[src/sv/spc_pkg.sv]
// Shared types and constants for the sorted priority queue.
// Used by spc_cell, sorted_priority_queue and spc_checker; no dependencies.
package spc_pkg;

    localparam int DEPTH          = 16;
    localparam int VALUE_WIDTH    = 32;
    localparam int PRIORITY_WIDTH = 16;
    localparam int CNT_W          = $clog2(DEPTH + 1);

    localparam logic [1:0] OP_PUSH = 2'd0;
    localparam logic [1:0] OP_POP  = 2'd1;

    localparam logic [1:0] ST_OK    = 2'd0;
    localparam logic [1:0] ST_EMPTY = 2'd1;
    localparam logic [1:0] ST_FULL  = 2'd2;

    typedef struct packed {
        logic [1:0]                       op;
        logic signed [VALUE_WIDTH-1:0]    item_value;
        logic signed [PRIORITY_WIDTH-1:0] item_priority;
    } req_t;

    typedef struct packed {
        logic [1:0]                       status;
        logic                             is_empty;
        logic [CNT_W-1:0]                 occupancy;
        logic signed [VALUE_WIDTH-1:0]    head_value;
        logic signed [PRIORITY_WIDTH-1:0] head_priority;
        logic signed [VALUE_WIDTH-1:0]    tail_value;
    } rsp_t;

    typedef struct packed {
        logic                             valid;
        logic signed [VALUE_WIDTH-1:0]    value;
        logic signed [PRIORITY_WIDTH-1:0] prio;
    } entry_t;

    // Broadcast to every cell: the accepted operation and the new entry.
    typedef struct packed {
        logic                             push;
        logic                             pop;
        logic signed [VALUE_WIDTH-1:0]    value;
        logic signed [PRIORITY_WIDTH-1:0] prio;
    } cell_ctl_t;

endpackage

[src/sv/spc_cell.sv]
// One slot of the sorted chain: holds an entry, compares against a pushed entry.
// Depends on spc_pkg.
module spc_cell (
    input  logic               clk,
    input  logic               rst_n,
    input  spc_pkg::cell_ctl_t ctl,
    input  spc_pkg::entry_t    left_entry,
    input  logic               left_ins,
    input  spc_pkg::entry_t    right_entry,
    output spc_pkg::entry_t    entry,
    output logic               ins
);

    logic                                      valid_reg;
    logic                                      valid_next;
    logic signed [spc_pkg::VALUE_WIDTH-1:0]    value_reg;
    logic signed [spc_pkg::VALUE_WIDTH-1:0]    value_next;
    logic signed [spc_pkg::PRIORITY_WIDTH-1:0] prio_reg;
    logic signed [spc_pkg::PRIORITY_WIDTH-1:0] prio_next;

    // Insert point: first slot that is empty or holds a priority not above the new one.
    assign ins = !valid_reg || (prio_reg <= ctl.prio);

    always_comb
    begin
        valid_next = valid_reg;
        value_next = value_reg;
        prio_next  = prio_reg;
        if (ctl.push)
        begin
            if (left_ins)
            begin
                // shift down from the left neighbor
                valid_next = left_entry.valid;
                value_next = left_entry.value;
                prio_next  = left_entry.prio;
            end
            else if (ins)
            begin
                valid_next = 1'b1;
                value_next = ctl.value;
                prio_next  = ctl.prio;
            end
        end
        else if (ctl.pop)
        begin
            valid_next = right_entry.valid;
            value_next = right_entry.value;
            prio_next  = right_entry.prio;
        end
    end

    always_ff @(posedge clk or negedge rst_n)
    begin
        if (!rst_n)
        begin
            valid_reg <= 1'b0;
        end
        else
        begin
            valid_reg <= valid_next;
        end
    end

    always_ff @(posedge clk)
    begin
        value_reg <= value_next;
        prio_reg  <= prio_next;
    end

    assign entry.valid = valid_reg;
    assign entry.value = value_reg;
    assign entry.prio  = prio_reg;

endmodule

[src/sv/sorted_priority_queue.sv]
// Top level of the sorted priority queue: a chain of spc_cell slots plus control.
// Depends on spc_pkg and spc_cell.
//
// Usage:
//   Request channel (req_valid, req_stall, req): each request is a push of
//   (item_value, item_priority), a pop of the head, or a query (any other op).
//   Response channel (rsp_valid, rsp_stall, rsp): one response per request
//   with status and a snapshot of the queue after that request.
//   Entries are kept in descending priority order; a push lands ahead of the
//   first entry with equal or lower priority, so ties come out newest first.
//   A push on a full queue is dropped with status full; a pop on an empty
//   queue reports status empty. Both leave the queue unchanged.
// Timing:
//   One request per cycle while req_stall is low. The response appears in the cycle after acceptance.
//   Every cell compares and shifts in parallel in the same cycle, so the
//   compare across the chain plus one shift sets the cycle time.
// Reset:
//   rst_n clears all valid bits and the count; the queue starts empty.
// Stall:
//   While a response is held under rsp_stall, req_stall is raised and the
//   queue contents hold, so the shown snapshot stays stable.
module sorted_priority_queue (
    input  logic            clk,
    input  logic            rst_n,
    input  logic            req_valid,
    output logic            req_stall,
    input  spc_pkg::req_t   req,
    output logic            rsp_valid,
    input  logic            rsp_stall,
    output spc_pkg::rsp_t   rsp
);

    localparam int N = spc_pkg::DEPTH;

    logic                           rsp_valid_reg;
    logic                           rsp_valid_next;
    logic [1:0]                     status_reg;
    logic [1:0]                     status_next;
    logic [spc_pkg::CNT_W-1:0]      count_reg;
    logic [spc_pkg::CNT_W-1:0]      count_next;

    logic                           accept;
    logic                           is_full;
    logic                           is_empty;
    spc_pkg::cell_ctl_t             ctl;
    spc_pkg::entry_t                cell_entry [N];
    logic [N-1:0]                   cell_ins;
    logic [N:0]                     valid_vec;
    logic signed [spc_pkg::VALUE_WIDTH-1:0] tail_value;

    // Hold the request side while a response is still waiting.
    assign req_stall = rsp_valid_reg && rsp_stall;
    assign accept    = req_valid && !req_stall;

    assign is_full  = (count_reg == spc_pkg::CNT_W'(N));
    assign is_empty = (count_reg == '0);

    // Drop rejected operations before they reach the cells.
    assign ctl.push  = accept && (req.op == spc_pkg::OP_PUSH) && !is_full;
    assign ctl.pop   = accept && (req.op == spc_pkg::OP_POP) && !is_empty;
    assign ctl.value = req.item_value;
    assign ctl.prio  = req.item_priority;

    genvar gi;
    generate
        for (gi = 0; gi < N; gi++)
        begin : g_cell
            spc_pkg::entry_t left_e;
            spc_pkg::entry_t right_e;
            logic            left_i;
            if (gi == 0)
            begin : g_first
                assign left_e = '0;
                assign left_i = 1'b0;
            end
            else
            begin : g_mid
                assign left_e = cell_entry[gi-1];
                assign left_i = cell_ins[gi-1];
            end
            if (gi == N - 1)
            begin : g_last
                assign right_e = '0;
            end
            else
            begin : g_inner
                assign right_e = cell_entry[gi+1];
            end

            spc_cell u_cell (
                .clk         (clk),
                .rst_n       (rst_n),
                .ctl         (ctl),
                .left_entry  (left_e),
                .left_ins    (left_i),
                .right_entry (right_e),
                .entry       (cell_entry[gi]),
                .ins         (cell_ins[gi])
            );
            assign valid_vec[gi] = cell_entry[gi].valid;
        end
    endgenerate
    assign valid_vec[N] = 1'b0;

    // Tail is the last valid slot: at most one cell sees valid followed by empty.
    always_comb
    begin
        tail_value = '0;
        for (int i = 0; i < N; i++)
        begin
            if (valid_vec[i] && !valid_vec[i+1])
            begin
                tail_value = tail_value | cell_entry[i].value;
            end
        end
    end

    always_comb
    begin
        count_next     = count_reg;
        status_next    = status_reg;
        rsp_valid_next = rsp_valid_reg;
        if (accept)
        begin
            rsp_valid_next = 1'b1;
            status_next    = spc_pkg::ST_OK;
            if (req.op == spc_pkg::OP_PUSH)
            begin
                if (is_full)
                begin
                    status_next = spc_pkg::ST_FULL;
                end
                else
                begin
                    count_next = count_reg + 1'b1;
                end
            end
            else if (req.op == spc_pkg::OP_POP)
            begin
                if (is_empty)
                begin
                    status_next = spc_pkg::ST_EMPTY;
                end
                else
                begin
                    count_next = count_reg - 1'b1;
                end
            end
        end
        else if (!rsp_stall)
        begin
            rsp_valid_next = 1'b0;
        end
    end

    always_ff @(posedge clk or negedge rst_n)
    begin
        if (!rst_n)
        begin
            rsp_valid_reg <= 1'b0;
            status_reg    <= spc_pkg::ST_OK;
            count_reg     <= '0;
        end
        else
        begin
            rsp_valid_reg <= rsp_valid_next;
            status_reg    <= status_next;
            count_reg     <= count_next;
        end
    end

    // Snapshot comes straight from the cells; they hold while the response waits.
    assign rsp_valid         = rsp_valid_reg;
    assign rsp.status        = status_reg;
    assign rsp.is_empty      = is_empty;
    assign rsp.occupancy     = count_reg;
    assign rsp.head_value    = cell_entry[0].valid ? cell_entry[0].value : '0;
    assign rsp.head_priority = cell_entry[0].valid ? cell_entry[0].prio : '0;
    assign rsp.tail_value    = tail_value;

endmodule

[config.mk]
export PLATFORM = sky130hd
export DESIGN_NAME = sorted_priority_queue
export DESIGN_NICKNAME = d
export VERILOG_FILES = /design/src/sv/spc_pkg.sv /design/src/sv/spc_cell.sv /design/src/sv/sorted_priority_queue.sv
export SDC_FILE = /design/constraint.sdc
export NUM_CORES = 2
export LEC_CHECK = 0
export ABC_AREA = 1
export BUFFER_PORTS_ARGS = -buffer_cell sky130_fd_sc_hd__buf_2
export CAP_MARGIN = 20
export CORE_MARGIN = 2
export CORE_UTILIZATION = 45
export CTS_CLUSTER_SIZE = 12
export DETAILED_ROUTE_END_ITERATION = 8
export SYNTH_ARGS = -nofsm -noshare
export SYNTH_HDL_FRONTEND = slang
export SYNTH_HIERARCHICAL = 1
export SYNTH_SLANG_ARGS = --single-unit
[constraint.sdc]
create_clock -name clk -period 3.62 [get_ports clk]
set_input_delay 0.362 -clock clk [delete_from_list [all_inputs] [get_ports clk]]
set_output_delay 0.362 -clock clk [all_outputs]
set_load 0.005 [all_outputs]
# Word-level counts from Yosys, hierarchy flattened
# Cells that the tools add are included.
# op_classes
n_mux,217
n_div,0
n_bitwise,15
reduce_logical,77
n_shift,0
eq_ne,21
n_mul,0
n_lt_le_gt_ge,16
n_addsub,2
# ops
cell,n
32-bit 2-to-1 mux,80
16-bit 2-to-1 mux,64
32-bit OR,15
16-bit <= comparator,16
1-bit 2-to-1 mux,67
"3-bit by 1-bit inequality test with 1-bit output, second input constant",15
2-bit AND reduction,16
1-bit logical AND,21
5-bit 2-to-1 mux,4
1-bit zero test,19
1-bit logical OR,16
"2-bit by 1-bit inequality test with 1-bit output, second input constant",3
"5-bit by 1-bit adder with 5-bit output, second input constant",1
"5-bit equality test, second input constant",1
5-bit zero test,1
"5-bit by 1-bit subtractor with 5-bit output, second input constant",1
2-bit 2-to-1 mux,2
4-bit AND reduction,1
2-bit nonzero test,2
"2-bit by 1-bit equality test with 1-bit output, second input constant",1
2-bit zero test,1
"2-bit inequality test, second input constant",1
# word_totals
ff_bits,792
in_bits,54
romBits,0
latch_bits,0
out_inout_bits,90
elab_cells,399
ramBits,0
mem_count,0

# Logic depth before layout (Yosys ltp)
# depth
depth_word,33
mapped_depth,19
mapped_depth_nobuf,18

# Modules after synthesis
# The synthesis kept the hierarchy.
# modules_own_cells
module,seq_area_each_um2,n_inst,cells_each,area_each_um2
spc_cell,1466.4,16,330,2808.9
sorted_priority_queue,200.2,1,1005,4481.8

# Least setup slack after synthesis
# OpenSTA, ideal clock, no wires.
# synth_path
path_kind,register -> register
from,register rsp_valid_reg (netlist: rsp_valid)
to,"register g_cell[0].u_cell/prio_reg[0] in the netlist's numbering, enable pin"
stages_incl_launch_ff,9
required_time_ns,3.218
arrival_ns,3.091
synth_period_minus_slack_ns,3.494
path_slack_ns,0.126
setup_time_ns,0.402
n_path_buf,0
path_cell_list,dfrtp_1 nand2_1 inv_1 nor2_2 nand3_1 inv_1 or2_2 nand2_1 inv_1
# synth_rtl
item,line_no,rtl
from (decl),sorted_priority_queue.sv:35,logic rsp_valid_reg;
from (signal assigned),sorted_priority_queue.sv:166,rsp_valid_reg <= rsp_valid_next;
to (signal assigned),spc_cell.sv:68,prio_reg <= prio_next;
to (decl),spc_cell.sv:18,logic signed [spc_pkg::PRIORITY_WIDTH-1:0] prio_reg;

==> metrics.yaml <==
power:
  ir_drop_mv: 0.420
  leakage_nw: 24.1
  p_per_area_mw_per_mm2: 563
floorplanning:
  fp.dieH_um: 335
  die_area_mm2: 0.112
  ios: 144
  initial_utilization_pct: 45.4
  coreArea_mm2: 0.109
  die_x_um: 335
  row_count: 121
sta:
  fin_tns_setup_ns: 0
  slew_headroom_pct: 31.8
  clock.fmax_mhz: 298
  fin_worst_skew_ns: 0.0345
  max_slew.worst_pin.slew_ns: 1.02
  finalSetupViolCount: 0
  finalHoldViolCount: 0
  fin_crit_sh_pct: 92.7
  rsz0062_at_grt: "no"
  fin_crit_ns: 3.35
  final-max-slew-violation-count: 0
cts:
  clk_latency_ns: 0.70
  path_clk_slew_ns: 0.06
  postCtsHoldBufs: 4
  numCtsBuffers: 94
  cts_buffer_depth: 3
  post_cts_resized: 0
  cts_setup_buffers: 0
  cts.sink_count: 792
  cts-root-buf: "clkbuf_16"
  tritoncts: "built"
  cts_max_level: 3
critical_path:
  start_kind: "flip-flop"
  cpMaxStageDelayCell: "nor2_4"
  crit_cells: 8
  crit_required_ns: 3.26
  crit_chain: "inv_1, nor2_4, buf_4, nand2_1, nand4_1, nor2_1, nand2_1, buf_2"
  cp_max_fo: 17
  r2r-start: "g_cell[0].u_cell/prio_reg[15]"
  r2r-end: "g_cell[1].u_cell/prio_reg[10]"
  critPathTopFamily: "simple AND/OR/NAND/NOR gates"
  cp_common_cell: "nand2_1"
  ff2ff_path_depth: 11
  path_class: "reg -> out"
  worst-path-buf-inv: 3
  startpoint: "g_cell[0].u_cell/valid_reg"
  arrival_ns: 2.99
  endpoint_kind: "output pin"
  r2r_slack_ns: 0.52
  slowest_delay_ns: 0.66
  crit_end: "rsp[11]"
job:
  drv_cap: 0
placement:
  dp_hpwl_um: 125000
  port_buffers: 143
  place_congestion: 0.890
  post_dp_cell_area_mm2: 0.0528
global_routing:
  grt_pass1_vias: 45703
  grt_overflow: 0
  grt_pass1_wl_um: 282000
  grt_max_degree: 65
  grtUsageTotal_pct: 33.4
  grt_antenna_before_repair: 7
routing:
  avgViaCountPerCell: 5.87
  vias: 46761
  wl_per_cell_um: 24.0
  drc_errors: 0
  first_pass_iters: 7
  drt_iter0_drc: 6083
  ant_nets: 0
  drt-total-wl_um: 192000
synthesis:
  netlist_instances: 6284
  syn_area_mm2: 0.0494
  synth.avg_cell_area_um2: 7.86
  yosys_warnings: 6
cells_and_area:
  largest_register_ffs: 512
  fin_area_mm2: 0.0558
  fillers: 10394
  final_util_pct: 51.3
  syn_to_final_growth_pct: 12.9
  fin_nets: 6785
  drive_gt1_share_pct: 8.09
min_path:
  hp-start: "req[49]"
  worstHoldPathType: "in -> reg"
outcome:
  outcome: "finished, final reports clean"
-- through the flow --
| stage | instances | power, W | setup slack [ns] | hold slack [ns] |
|---|---|---|---|---|
| 2_1_floorplan | 6383 | 0.0173 | 0.126 | 0.0664 |
| 3_3_place_gp | 7785 | 0.0215 | 0.203 | 0.474 |
| 3_5_place_dp | 7785 | 0.0216 | 0.180 | 0.483 |
| 4_1_cts | 7964 | 0.0312 | 0.326 | 0.0350 |
| 5_1_grt | 7967 | 0.0325 | 0.248 | 0.0977 |
| 6_report | 7971 | 0.0314 | 0.266 | 0.0657 |
-- worst register-to-register path: stages, from the launching register on --
cell and delay (ns):
edfxtp_1 0.51, ha_1 0.45, nand4_1 0.15, nor2_1 0.35, nand2_1 0.12, nand3_1 0.14
nand3_1 0.16, nor2_4 0.22, nand4_1 0.25, nand2_1 0.17, inv_2 0.06, buf_4 0.23
-- metal layers --
metal | part of all wire, % | track usage, % | vias to the layer above
li1 | - | - | 21152
met1 | 39 | 44.0 | 22134
met2 | 44 | 52.1 | 2844
met3 | 11 | 6.64 | 629
met4 | 5.8 | 17.1 | 2
met5 | 0.0037 | 0 | -
-- placed cells by master, fill, tap and decap left out, types with 7 or more instances in the layout --
cell,instances
a21o_1,16
a21oi_1,98
a31oi_1,16
buf_12,57
buf_2,143
buf_4,82
bufinv_16,9
clkbuf_1,24
clkbuf_16,95
clkinv_1,20
clkinv_2,19
conb_1,100
dfrtp_1,22
diode_2,7
edfxtp_1,768
ha_1,259
inv_1,441
inv_2,66
nand2_1,3037
nand3_1,613
nand4_1,147
nor2_1,173
nor2_4,32
o211ai_1,244
o21ai_1,16
o22a_1,16
or2_2,16
-- power breakdown --
part,total [W],switching (W),internal (W)
combinational,0.00966,0.00666,0.00300
sequential,0.0121,0.000923,0.0112
clock,0.00961,0.00413,0.00548
total,0.0314,0.0117,0.0197
-- area by class of cell --
type	count	area, µm²	share of cell area (%)
antenna	7	17.5	0.0314
clock buffer	120	2480	4.45
clock inverter	55	513	0.919
inverter	507	1900	3.41
multi-input combinational	4790	22900	41.1
sequential	792	23700	42.4
tap	1414	1770	3.17
timing repair buffer	286	2510	4.50
-- worst min path at each step --
stage,to,cells after the start
finish,status_reg[0],4
global route,status_reg[0],4
CTS,status_reg[0],4
detailed placement,rsp_valid,2
global placement,rsp_valid,2
floorplan,count_reg[0],0
Note: power is estimated with default switching activity, not from simulation.
